==> config.mk <==
export PLATFORM = sky130hd
export DESIGN_NAME = radix_literal_to_binary_top
export DESIGN_NICKNAME = d
export VERILOG_FILES = /design/src/rtl/rlb_pkg.sv /design/src/rtl/rlb_digit_decode.sv /design/src/rtl/rlb_parser.sv /design/src/rtl/radix_literal_to_binary_top.sv
export SDC_FILE = /design/constraint.sdc
export NUM_CORES = 1
export LEC_CHECK = 0
export ABC_AREA = 1
export BUFFER_PORTS_ARGS = -buffer_cell sky130_fd_sc_hd__buf_4
export CAP_MARGIN = 20
export CELL_PAD_IN_SITES_DETAIL_PLACEMENT = 2
export CELL_PAD_IN_SITES_GLOBAL_PLACEMENT = 2
export CORE_ASPECT_RATIO = 1.25
export CORE_MARGIN = 2
export CORE_UTILIZATION = 35
export CTS_BUF_LIST = sky130_fd_sc_hd__clkbuf_4
export CTS_CLUSTER_SIZE = 20
export DETAILED_ROUTE_END_ITERATION = 7
export PLACE_DENSITY_LB_ADDON = 0.1
export SLEW_MARGIN = 20
export SYNTH_ARGS = -nofsm -noshare
export SYNTH_HDL_FRONTEND = slang
export SYNTH_SLANG_ARGS = --single-unit
==> constraint.sdc <==
create_clock -name i_clk -period 5.2 [get_ports i_clk]
set_input_delay 0.26 -clock i_clk [delete_from_list [all_inputs] [get_ports i_clk]]
set_output_delay 0.26 -clock i_clk [all_outputs]
set_load 0.02 [all_outputs]
==> src/rtl/rlb_pkg.sv <==
// Package for the radix literal to binary parser.
// Holds the value width, radix-kind codes and the result struct; no dependencies.
package rlb_pkg;

    localparam int VALUE_BYTES = 8;
    localparam int ValueWidth  = 8 * VALUE_BYTES;
    localparam int OutWidth    = 64;

    // Bits of the 64-bit value port that the accumulator can reach.
    localparam logic [OutWidth-1:0] ValueMask =
        (VALUE_BYTES >= 8) ? {OutWidth{1'b1}}
                           : ((64'd1 << ValueWidth) - 64'd1);

    localparam logic [1:0] KIND_DEC = 2'd0;
    localparam logic [1:0] KIND_OCT = 2'd1;
    localparam logic [1:0] KIND_HEX = 2'd2;

    typedef enum logic [1:0] {
        RADIX_8,
        RADIX_10,
        RADIX_16
    } t_radix;

    typedef struct packed {
        logic [OutWidth-1:0] value;
        logic [1:0]          radix_kind;
        logic                bad_digit;
    } t_result;

endpackage

==> src/rtl/rlb_digit_decode.sv <==
// Character to digit decoder for the literal parser.
// Depends on rlb_pkg for the radix type.
module rlb_digit_decode (
    input  logic [7:0]      i_ch,
    input  rlb_pkg::t_radix i_radix,
    output logic [3:0]      o_digit,
    output logic            o_ok
);

    logic       is_num;
    logic       is_lower;
    logic       is_upper;
    logic [7:0] off;

    always_comb begin
        is_num   = (i_ch >= 8'h30) && (i_ch <= 8'h39);
        is_lower = (i_ch >= 8'h61) && (i_ch <= 8'h66);
        is_upper = (i_ch >= 8'h41) && (i_ch <= 8'h46);
        if (is_num) begin
            off = i_ch - 8'h30;
        end else if (is_lower) begin
            off = i_ch - 8'h57;
        end else begin
            off = i_ch - 8'h37;
        end
        o_digit = off[3:0];
        case (i_radix)
            rlb_pkg::RADIX_8:  o_ok = is_num && (off[3:0] < 4'd8);
            rlb_pkg::RADIX_10: o_ok = is_num;
            rlb_pkg::RADIX_16: o_ok = is_num || is_lower || is_upper;
            default:           o_ok = 1'b0;
        endcase
    end

endmodule

==> src/rtl/rlb_parser.sv <==
// Parser state (accumulator, phase, sticky error) and its per-character update.
// Depends on rlb_pkg and rlb_digit_decode.
module rlb_parser (
    input  logic             i_clk,
    input  logic             i_rst_n,
    input  logic             i_step,
    input  logic [7:0]       i_ch,
    input  logic             i_end_req,
    output rlb_pkg::t_result o_result
);

    typedef enum logic [2:0] {
        PH_START,
        PH_ZERO,
        PH_HEX,
        PH_OCT,
        PH_DEC
    } t_phase;

    t_phase                            r_phase, n_phase;
    logic [rlb_pkg::OutWidth-1:0]      r_acc, n_acc;
    logic                              r_err, n_err;
    logic                              take;
    rlb_pkg::t_radix                   radix;
    logic [3:0]                        digit;
    logic                              digit_ok;
    logic [rlb_pkg::OutWidth-1:0]      scaled;

    rlb_digit_decode u_decode (
        .i_ch    (i_ch),
        .i_radix (radix),
        .o_digit (digit),
        .o_ok    (digit_ok)
    );

    always_comb begin
        n_phase = r_phase;
        take    = 1'b1;
        radix   = rlb_pkg::RADIX_10;
        case (r_phase)
            PH_START: begin
                if (i_ch == 8'h30) begin
                    n_phase = PH_ZERO;
                    take    = 1'b0;
                end else begin
                    n_phase = PH_DEC;
                end
            end
            PH_ZERO: begin
                radix = rlb_pkg::RADIX_8;
                if (i_ch == 8'h78 || i_ch == 8'h58) begin
                    n_phase = PH_HEX;
                    take    = 1'b0;
                end else begin
                    n_phase = PH_OCT;
                end
            end
            PH_HEX:  radix = rlb_pkg::RADIX_16;
            PH_OCT:  radix = rlb_pkg::RADIX_8;
            default: n_phase = PH_DEC;
        endcase

        case (radix)
            rlb_pkg::RADIX_8:  scaled = r_acc << 3;
            rlb_pkg::RADIX_16: scaled = r_acc << 4;
            default:           scaled = (r_acc << 3) + (r_acc << 1);
        endcase

        n_acc = r_acc;
        n_err = r_err;
        if (take && !r_err) begin
            if (!digit_ok) begin
                n_err = 1'b1;
                n_acc = '0;
            end else begin
                n_acc = (scaled + {{(rlb_pkg::OutWidth-4){1'b0}}, digit})
                        & rlb_pkg::ValueMask;
            end
        end

        // An end request reports the current state and restarts the parser.
        if (i_end_req) begin
            n_phase = PH_START;
            n_acc   = '0;
            n_err   = 1'b0;
        end
    end

    always_comb begin
        o_result.bad_digit = r_err;
        o_result.value     = r_err ? '0 : (r_acc & rlb_pkg::ValueMask);
        case (r_phase)
            PH_HEX:          o_result.radix_kind = rlb_pkg::KIND_HEX;
            PH_ZERO, PH_OCT: o_result.radix_kind = rlb_pkg::KIND_OCT;
            default:         o_result.radix_kind = rlb_pkg::KIND_DEC;
        endcase
    end

    always_ff @(posedge i_clk) begin
        if (!i_rst_n) begin
            r_phase <= PH_START;
            r_acc   <= '0;
            r_err   <= 1'b0;
        end else if (i_step) begin
            r_phase <= n_phase;
            r_acc   <= n_acc;
            r_err   <= n_err;
        end
    end

endmodule

==> src/rtl/radix_literal_to_binary_top.sv <==
// Order: a request accepted into the input register updates the parser when it steps. An
// end request's result is loaded into the result register at the same edge as that step,
// so it shows on the output from the result register until it is taken.
// Throughput: one request per cycle while no end request stalls; the input register and
// the result register let a new request enter while a result waits to be taken.
// Reset: synchronous, active low; clears the parser to its start phase and
// empties both registers.
module radix_literal_to_binary_top (
    input  logic        i_clk,
    input  logic        i_rst_n,
    input  logic        i_valid,
    output logic        o_ready,
    input  logic [7:0]  i_ch,
    input  logic        i_end_req,
    output logic        o_valid,
    input  logic        i_ready,
    output logic [63:0] o_value,
    output logic [1:0]  o_radix_kind,
    output logic        o_bad_digit
);

    logic             r_in_valid;
    logic [7:0]       r_in_ch;
    logic             r_in_end;
    logic             r_out_valid;
    rlb_pkg::t_result r_out;
    rlb_pkg::t_result result;
    logic             step;

    // A character request always proceeds; an end request waits for a free slot.
    assign step    = r_in_valid && (!r_in_end || !r_out_valid || i_ready);
    assign o_ready = !r_in_valid || step;

    rlb_parser u_parser (
        .i_clk     (i_clk),
        .i_rst_n   (i_rst_n),
        .i_step    (step),
        .i_ch      (r_in_ch),
        .i_end_req (r_in_end),
        .o_result  (result)
    );

    always_ff @(posedge i_clk) begin
        if (!i_rst_n) begin
            r_in_valid <= 1'b0;
        end else if (o_ready) begin
            r_in_valid <= i_valid;
        end
        if (o_ready && i_valid) begin
            r_in_ch  <= i_ch;
            r_in_end <= i_end_req;
        end
    end

    always_ff @(posedge i_clk) begin
        if (!i_rst_n) begin
            r_out_valid <= 1'b0;
        end else if (step && r_in_end) begin
            r_out_valid <= 1'b1;
        end else if (i_ready) begin
            r_out_valid <= 1'b0;
        end
        if (step && r_in_end) begin
            r_out <= result;
        end
    end

    assign o_valid      = r_out_valid;
    assign o_value      = r_out.value;
    assign o_radix_kind = r_out.radix_kind;
    assign o_bad_digit  = r_out.bad_digit;

    a_bad_zero: assert property (@(posedge i_clk) disable iff (!i_rst_n)
        o_valid && o_bad_digit |-> o_value == '0)
        else $error("bad digit result carries a nonzero value");

    a_kind_code: assert property (@(posedge i_clk) disable iff (!i_rst_n)
        o_valid |-> o_radix_kind != 2'd3)
        else $error("radix kind out of range");

    a_value_mask: assert property (@(posedge i_clk) disable iff (!i_rst_n)
        o_valid |-> (o_value & ~rlb_pkg::ValueMask) == '0)
        else $error("value exceeds accumulator width");

    a_end_lands: assert property (@(posedge i_clk) disable iff (!i_rst_n)
        r_in_valid && r_in_end && !r_out_valid |=> r_out_valid)
        else $error("end request did not reach the result register");

endmodule
==> results of run 1 <==
[logic make-up after synthesis]
| kind of cell | after synthesis | synth area share (%) |
|---|---|---|
| xor gates and xnor gates | 8 | 0.482 |
| and+or+nand+nor | 1452 | 43.7 |
| adders and majority gates | 68 | 5.96 |
| AOI/OAI and AO/OA | 249 | 10.1 |
| buffers and inverters | 548 | 14.5 |
| DFF | 146 | 25.3 |
[critical path, delay by kind of cell, from the launching register on]
kind	cells	cell delay (ps)
flip-flops	1	480
AO/OA/AOI/OAI	2	230
buffers and inverters	2	300
XOR/XNOR	1	150
adder cells (fa/ha/maj)	2	520
AND/OR/NAND/NOR	17	2620
[synth_stat cells (all sizes together) (19+ instances only)]
| master | number |
|---|---|
| clkbuf | 19 |
| nand3 | 220 |
| nor2 | 303 |
| inv | 499 |
| o21ai | 54 |
| buf | 26 |
| a21oi | 123 |
| nand2 | 851 |
| dfxtp | 70 |
| ha | 66 |
| edfxtp | 76 |
| a22oi | 42 |
| nand4 | 45 |
[metrics by stage]
| stage | instance area (um^2) | worst slack, ps | util (%) | cells |
|---|---|---|---|---|
| 2_1_floorplan | 14500 | 1830 | - | 2471 |
| 6_report | 16100 | 743 | 39.3 | 3116 |
| 5_1_grt | 16100 | 297 | 39.3 | 3116 |
| 3_3_place_gp | 15700 | 1130 | 38.3 | 3069 |
| 4_1_cts | 16100 | 814 | 39.2 | 3113 |
| 3_5_place_dp | 15700 | 894 | 38.3 | 3069 |
[power by group]
group	internal, W	switching, W
sequential	0.00122	0.0000107
clock	0.000287	0.000468
combinational	0.0000398	0.000102
total	0.00155	0.000581
[area by class of cell]
class                           count  area, um^2
Inverter                          503        1890
Clock buffer                       18         135
Antenna cell                        3        7.51
Tap cell                          552         691
Timing Repair Buffer              103         803
Clock inverter                     14         139
Multi-Input combinational cell   1777        8760
Fill cell                        5418       24900
Sequential cell                   146        3680
[routing by layer]
layer	routed length [um]	part of all wire, %	vias to the layer above
li1	-	-	7883
met1	25600	37	8039
met2	36100	53	310
met3	1620	2.4	151
met4	5270	7.7	0
met5	0	0	-
[state kept, by name, indices dropped and copies added, names as in the netlist]
register and flops:
r_in_valid 1, u_parser.r_phase 3, r_in_end 1, o_bad_digit 1, o_valid 1, o_value 64, o_radix_kind 2, u_parser.r_err 1
r_in_ch 8, u_parser.r_acc 64
[repair_timing]
| item | CTS | global route |
|---|---|---|
| gates resized for setup | 0 | 0 |
| endpoints found under the hold margin | 13 | 0 |
| setup buffers | 0 | 0 |
| hold buffers | 12 | 0 |
[worst paths after layout]
check | startpoint | endpoint | slack, ps | depth (start not counted)
setup / recovery | r_in_ch[0]$_DFFE_PP_ | u_parser.r_acc[56]$_SDFFE_PN0P_ | 740 | 24
hold reg to reg | u_parser.r_acc[63]$_SDFFE_PN0P_ | u_parser.r_acc[63]$_SDFFE_PN0P_ | 480 | 2
hold / removal | i_ch[3] | r_in_ch[3]$_DFFE_PP_ | 370 | 2
setup reg to reg | r_in_ch[0]$_DFFE_PP_ | u_parser.r_acc[56]$_SDFFE_PN0P_ | 740 | 24
==> flow_summary_export.csv, run 1 <==
group,metric,value,unit
placement,portBuffers,81,
global_route,grt_max_degree,67,
global_route,use_met3,3.14,%
synth,synth_largest_area_cell,"nand2_1",
drt,wl_per_cell,22.0,um
global_route,gr-usage-met1,33.9,%
timing,setup-violations-final,0,
clocking,clkSinkCount,146,
worst_setup_path,critPathKind,"reg -> reg",
worst_setup_path,required,5670,ps
die,start_util,35.4,%
global_route,grt_pass1_wl,105000,um
timing,fin_worst_skew,23.8,ps
worst_setup_path,crit_arrival,4920,ps
drt,first_iter_violations,772,
die,fp.dieW,186,um
cells_and_area,final_cell_mix,"nand2_1 (815), inv_1 (463), nor2_1 (248)",
drt,viasPerCell,5.26,
placement,hpwl,57400,um
die,fp-row-count,83,
timing,fin_crit_sh,85.7,%
cells_and_area,nets,2629,
synth,ys_seq_elements,146,
power,p_leak,7.83,nW
global_route,grt_use_total,32.5,%
worst_setup_path,cp-end-kind,"flip-flop",
timing,tightest_slew,992,ps
synth,async_flop_share,0,%
synth,synth_edf_count,76,
synth,ys.flop_type,"edfxtp_1",
cells_and_area,area_growth,10.8,%
worst_setup_path,crit_fanout,5,
synth,synth.avg_cell_area,5.88,um^2
global_route,grt.met2_usage,61.0,%
synth,syn_nets,2552,
worst_setup_path,cp-start-kind,"flip-flop",
synth,synthTopCellsByArea,"nand2_1 (21%), edfxtp_1 (16%), inv_1 (12%), dfxtp_1 (9.6%), nand3_1 (7.1%)",
synth,yosysUniqueCellTypes,51,
power,vdd_drop_max,130,uV
worst_setup_path,worstPathCellList,"inv_1, ha_1, nand2_1, o211ai_1, nand2_1, inv_1, nor2_1, xor2_1, ha_1, nand3_1, nand2_1, nand4_2, nor2_4, nand2_4, nor3_2, nand3_1, nor2_1, nand2_1, nor2_1, nand3_1, nor2_1, nand4_1, nand3_1, a21oi_1",
die,dieArea,43200,um^2
drt,vias,16400,
clocking,clk_latency,620,ps
drt,wl,68600,um
timing,finalSetupTns,0,ps
timing,hold_slack,372,ps
clocking,cts-buffers-inserted,17,
global_route,grt_antenna_before_repair,2,
global_route,grt_pass1_vias,18000,
die,coreArea,41000,um^2
worst_setup_path,max_stage_delay,480,ps
clocking,ctsRootBufferMaster,"clkbuf_4",
cells_and_area,layout_commonest_cell,"nand2_1",
synth,syn_area,14500,um^2
global_route,grt-ovfl-total,0,
outcome,status,"finished, final reports clean",
die,io_pins,82,
synth,yosysSeqAreaShare,25.3,%
placement,gp_congestion,0.927,
drt,drc,0,
clocking,clk_path_buf_depth,2,
timing,finalMaxSlewViolations,0,
drt,ant_nets,0,
die,die_h,232,um
clocking,tritoncts,"done",
run,drv_cap,0,
clocking,h-tree-depth,4,
timing,period_needed,4460,ps
drt,first_pass_iters,4,
cells_and_area,drive_above_1_share,11.0,%
global_route,grt.busiest_layer,"met2",
synth,synth_top_area_share,21.0,%
power,power,0.00213,W
timing,relSlewSlack,33.8,%
clocking,path_clk_slew,140,ps
timing,fmax,224,MHz
power,power_density,132,nW/um^2
timing,rsz0062_at_grt,"false",
timing,hold_violations,0,
min_path,hold_path.class,"in -> reg",
worst_setup_path,cp_slowest_cell,"edfxtp_1",
synth,ys_warn_count,0,
synth,synthCells,2471,
(Power assumes the default switching activity.)
==> run 2: changes to the inputs <==
Settings changed: BUFFER_PORTS_ARGS -buffer_cell sky130_fd_sc_hd__buf_4 to -buffer_cell sky130_fd_sc_hd__buf_2.
==> flow_summary_export.csv, run 2 (synthesis gave the netlist of run 1 again) <==
group,metric,value,unit
worst_setup_path,required,5680,ps
timing,rsz0062_at_grt,"false",
power,switching_power,0.000570,W
timing,finalMaxSlewViolations,0,
cells_and_area,drive_above_1_share,10.9,%
global_route,grt_antenna_before_repair,2,
clocking,cts_resized,0,
power,internal_power,0.00150,W
cells_and_area,nets,2625,
placement,portBuffers,81,
global_route,grt.busiest_layer,"met2",
power,swShare,27.5,%
worst_setup_path,crit_fanout,5,
clocking,tritoncts,"done",
worst_setup_path,r2r_start,"r_in_ch[7]$_DFFE_PP_",
die,start_util,35.4,%
worst_setup_path,crit_start,"r_in_ch[7]$_DFFE_PP_",
min_path,hold_path.class,"in -> reg",
clocking,cts-buffers-inserted,17,
cells_and_area,layout_commonest_cell,"nand2_1",
timing,relSlewSlack,34.4,%
die,io_pins,82,
timing,setup-violations-final,0,
global_route,grt_pass1_wl,106000,um
timing,fin_crit_sh,85.0,%
timing,fmax,226,MHz
die,coreArea,41000,um^2
die,fp-row-count,83,
power,seqPwrFrac,59.6,%
global_route,grt_max_degree,67,
timing,period_needed,4420,ps
power,p_comb_share,6.3,%
power,clockPowerShare,34.1,%
clocking,clk_path_buf_depth,2,
timing,fin_worst_skew,15.9,ps
clocking,path_clk_slew,130,ps
drt,first_pass_iters,5,
worst_setup_path,crit_arrival,4900,ps
worst_setup_path,cp-start-kind,"flip-flop",
run,drv_cap,0,
drt,ant_nets,0,
min_path,min_from,"i_ready",
drt,first_iter_violations,758,
global_route,grt_use_total,32.6,%
clocking,h-tree-depth,4,
worst_setup_path,critPathKind,"reg -> reg",
clocking,ctsRootBufferMaster,"clkbuf_4",
global_route,grt.met2_usage,59.5,%
placement,hpwl,57100,um
timing,hold_violations,0,
global_route,grt-ovfl-total,0,
timing,hold_slack,13.6,ps
worst_setup_path,cp-end-kind,"flip-flop",
drt,wl,68500,um
power,vdd_drop_max,132,uV
timing,finalSetupTns,0,ps
cells_and_area,area_growth,9.01,%
outcome,status,"finished, final reports clean",
die,fp.dieW,186,um
global_route,grt_pass1_vias,18400,
global_route,gr-usage-met1,33.4,%
cells_and_area,final_util,38.6,%
drt,wl_per_cell,22.0,um
placement,gp_congestion,0.930,
timing,tightest_slew,985,ps
die,dieArea,43200,um^2
drt,drc,0,
die,die_h,232,um
placement,dp.cells,3066,
cells_and_area,finalNonFillerCells,3110,
global_route,use_met3,3.20,%
power,power_density,131,nW/um^2
clocking,clk_latency,620,ps
power,p_leak,7.75,nW
drt,vias,16500,
cells_and_area,final_cell_mix,"nand2_1 (815), inv_1 (463), nor2_1 (248)",
clocking,clkSinkCount,146,
power,power,0.00207,W
drt,viasPerCell,5.31,
## run 2: cell types whose count changed in the layout (fill, tap and decap cells not counted), sizes merged
cell         delta
dlygate4sd3     -1
bufinv          -1
buf             -3
clkbuf          +1
diode           -2
## run 2: per-stage QoR
step                      setup WS (ps)  cell area (um^2)
after floorplan                    1830             14500
after global placement             1120             15500
after detailed placement            912             15500
after CTS                           827             15800
after global routing                413             15800
final                               780             15800
## run 2: layout make-up
cell class | count | area (um^2)
clock buffer | 19 | 143
inverter | 503 | 1890
multi-input combinational | 1777 | 8760
fill | 5392 | 25200
timing repair buffer | 99 | 568
tap | 552 | 691
sequential | 146 | 3680
clock inverter | 13 | 113
antenna | 1 | 2.50
## run 2: power groups by stage
stage	registers (W)	logic (W)	clock network, W
after floorplan	0.00127	0.0000655	0
after global placement	0.00126	0.000119	0
after detailed placement	0.00126	0.000124	0
after CTS	0.00123	0.000131	0.000720
after global routing	0.00123	0.000142	0.000766
final	0.00123	0.000130	0.000707
## run 2: timing repair
action                                 4_1_cts  5_1_grt
buffers inserted                             0        0
endpoints found under the hold margin       13        0
hold buffers                                11        0
## run 2: worst paths after layout
path,to,slack [ps],cells after the start
worst max-delay path,u_parser.r_acc[56]$_SDFFE_PN0P_,780,21
worst min-delay path,r_in_valid$_SDFFE_PN0N_,10,4
worst max register to register,u_parser.r_acc[56]$_SDFFE_PN0P_,780,21
worst min register to register,u_parser.r_acc[63]$_SDFFE_PN0P_,480,2
## run 2: metal layers
metal  share of wire, %  wire, um  up-vias
li1                   -         -     7878
met1                 37     25200     8064
met2                 51     34800      355
met3                2.6      1750      205
met4                9.8      6700        0
met5                  0         0        -
## run 2: worst max-delay path: stages, from the launching register on
cell and delay (ps):
edfxtp_1 480, nor4_1 540, nand2_1 230, inv_1 150, nor2_1 70, xor2_1 160
ha_1 340, nand3_1 90, nand2_1 120, nand4_2 150, nor2_4 180, nand2_4 90
nor3_2 170, nand3_1 110, nor2_1 240, nand2_1 170, nor2_1 210, nand3_1 230
nor2_1 230, nand4_1 110, nand3_1 120, a21oi_1 90
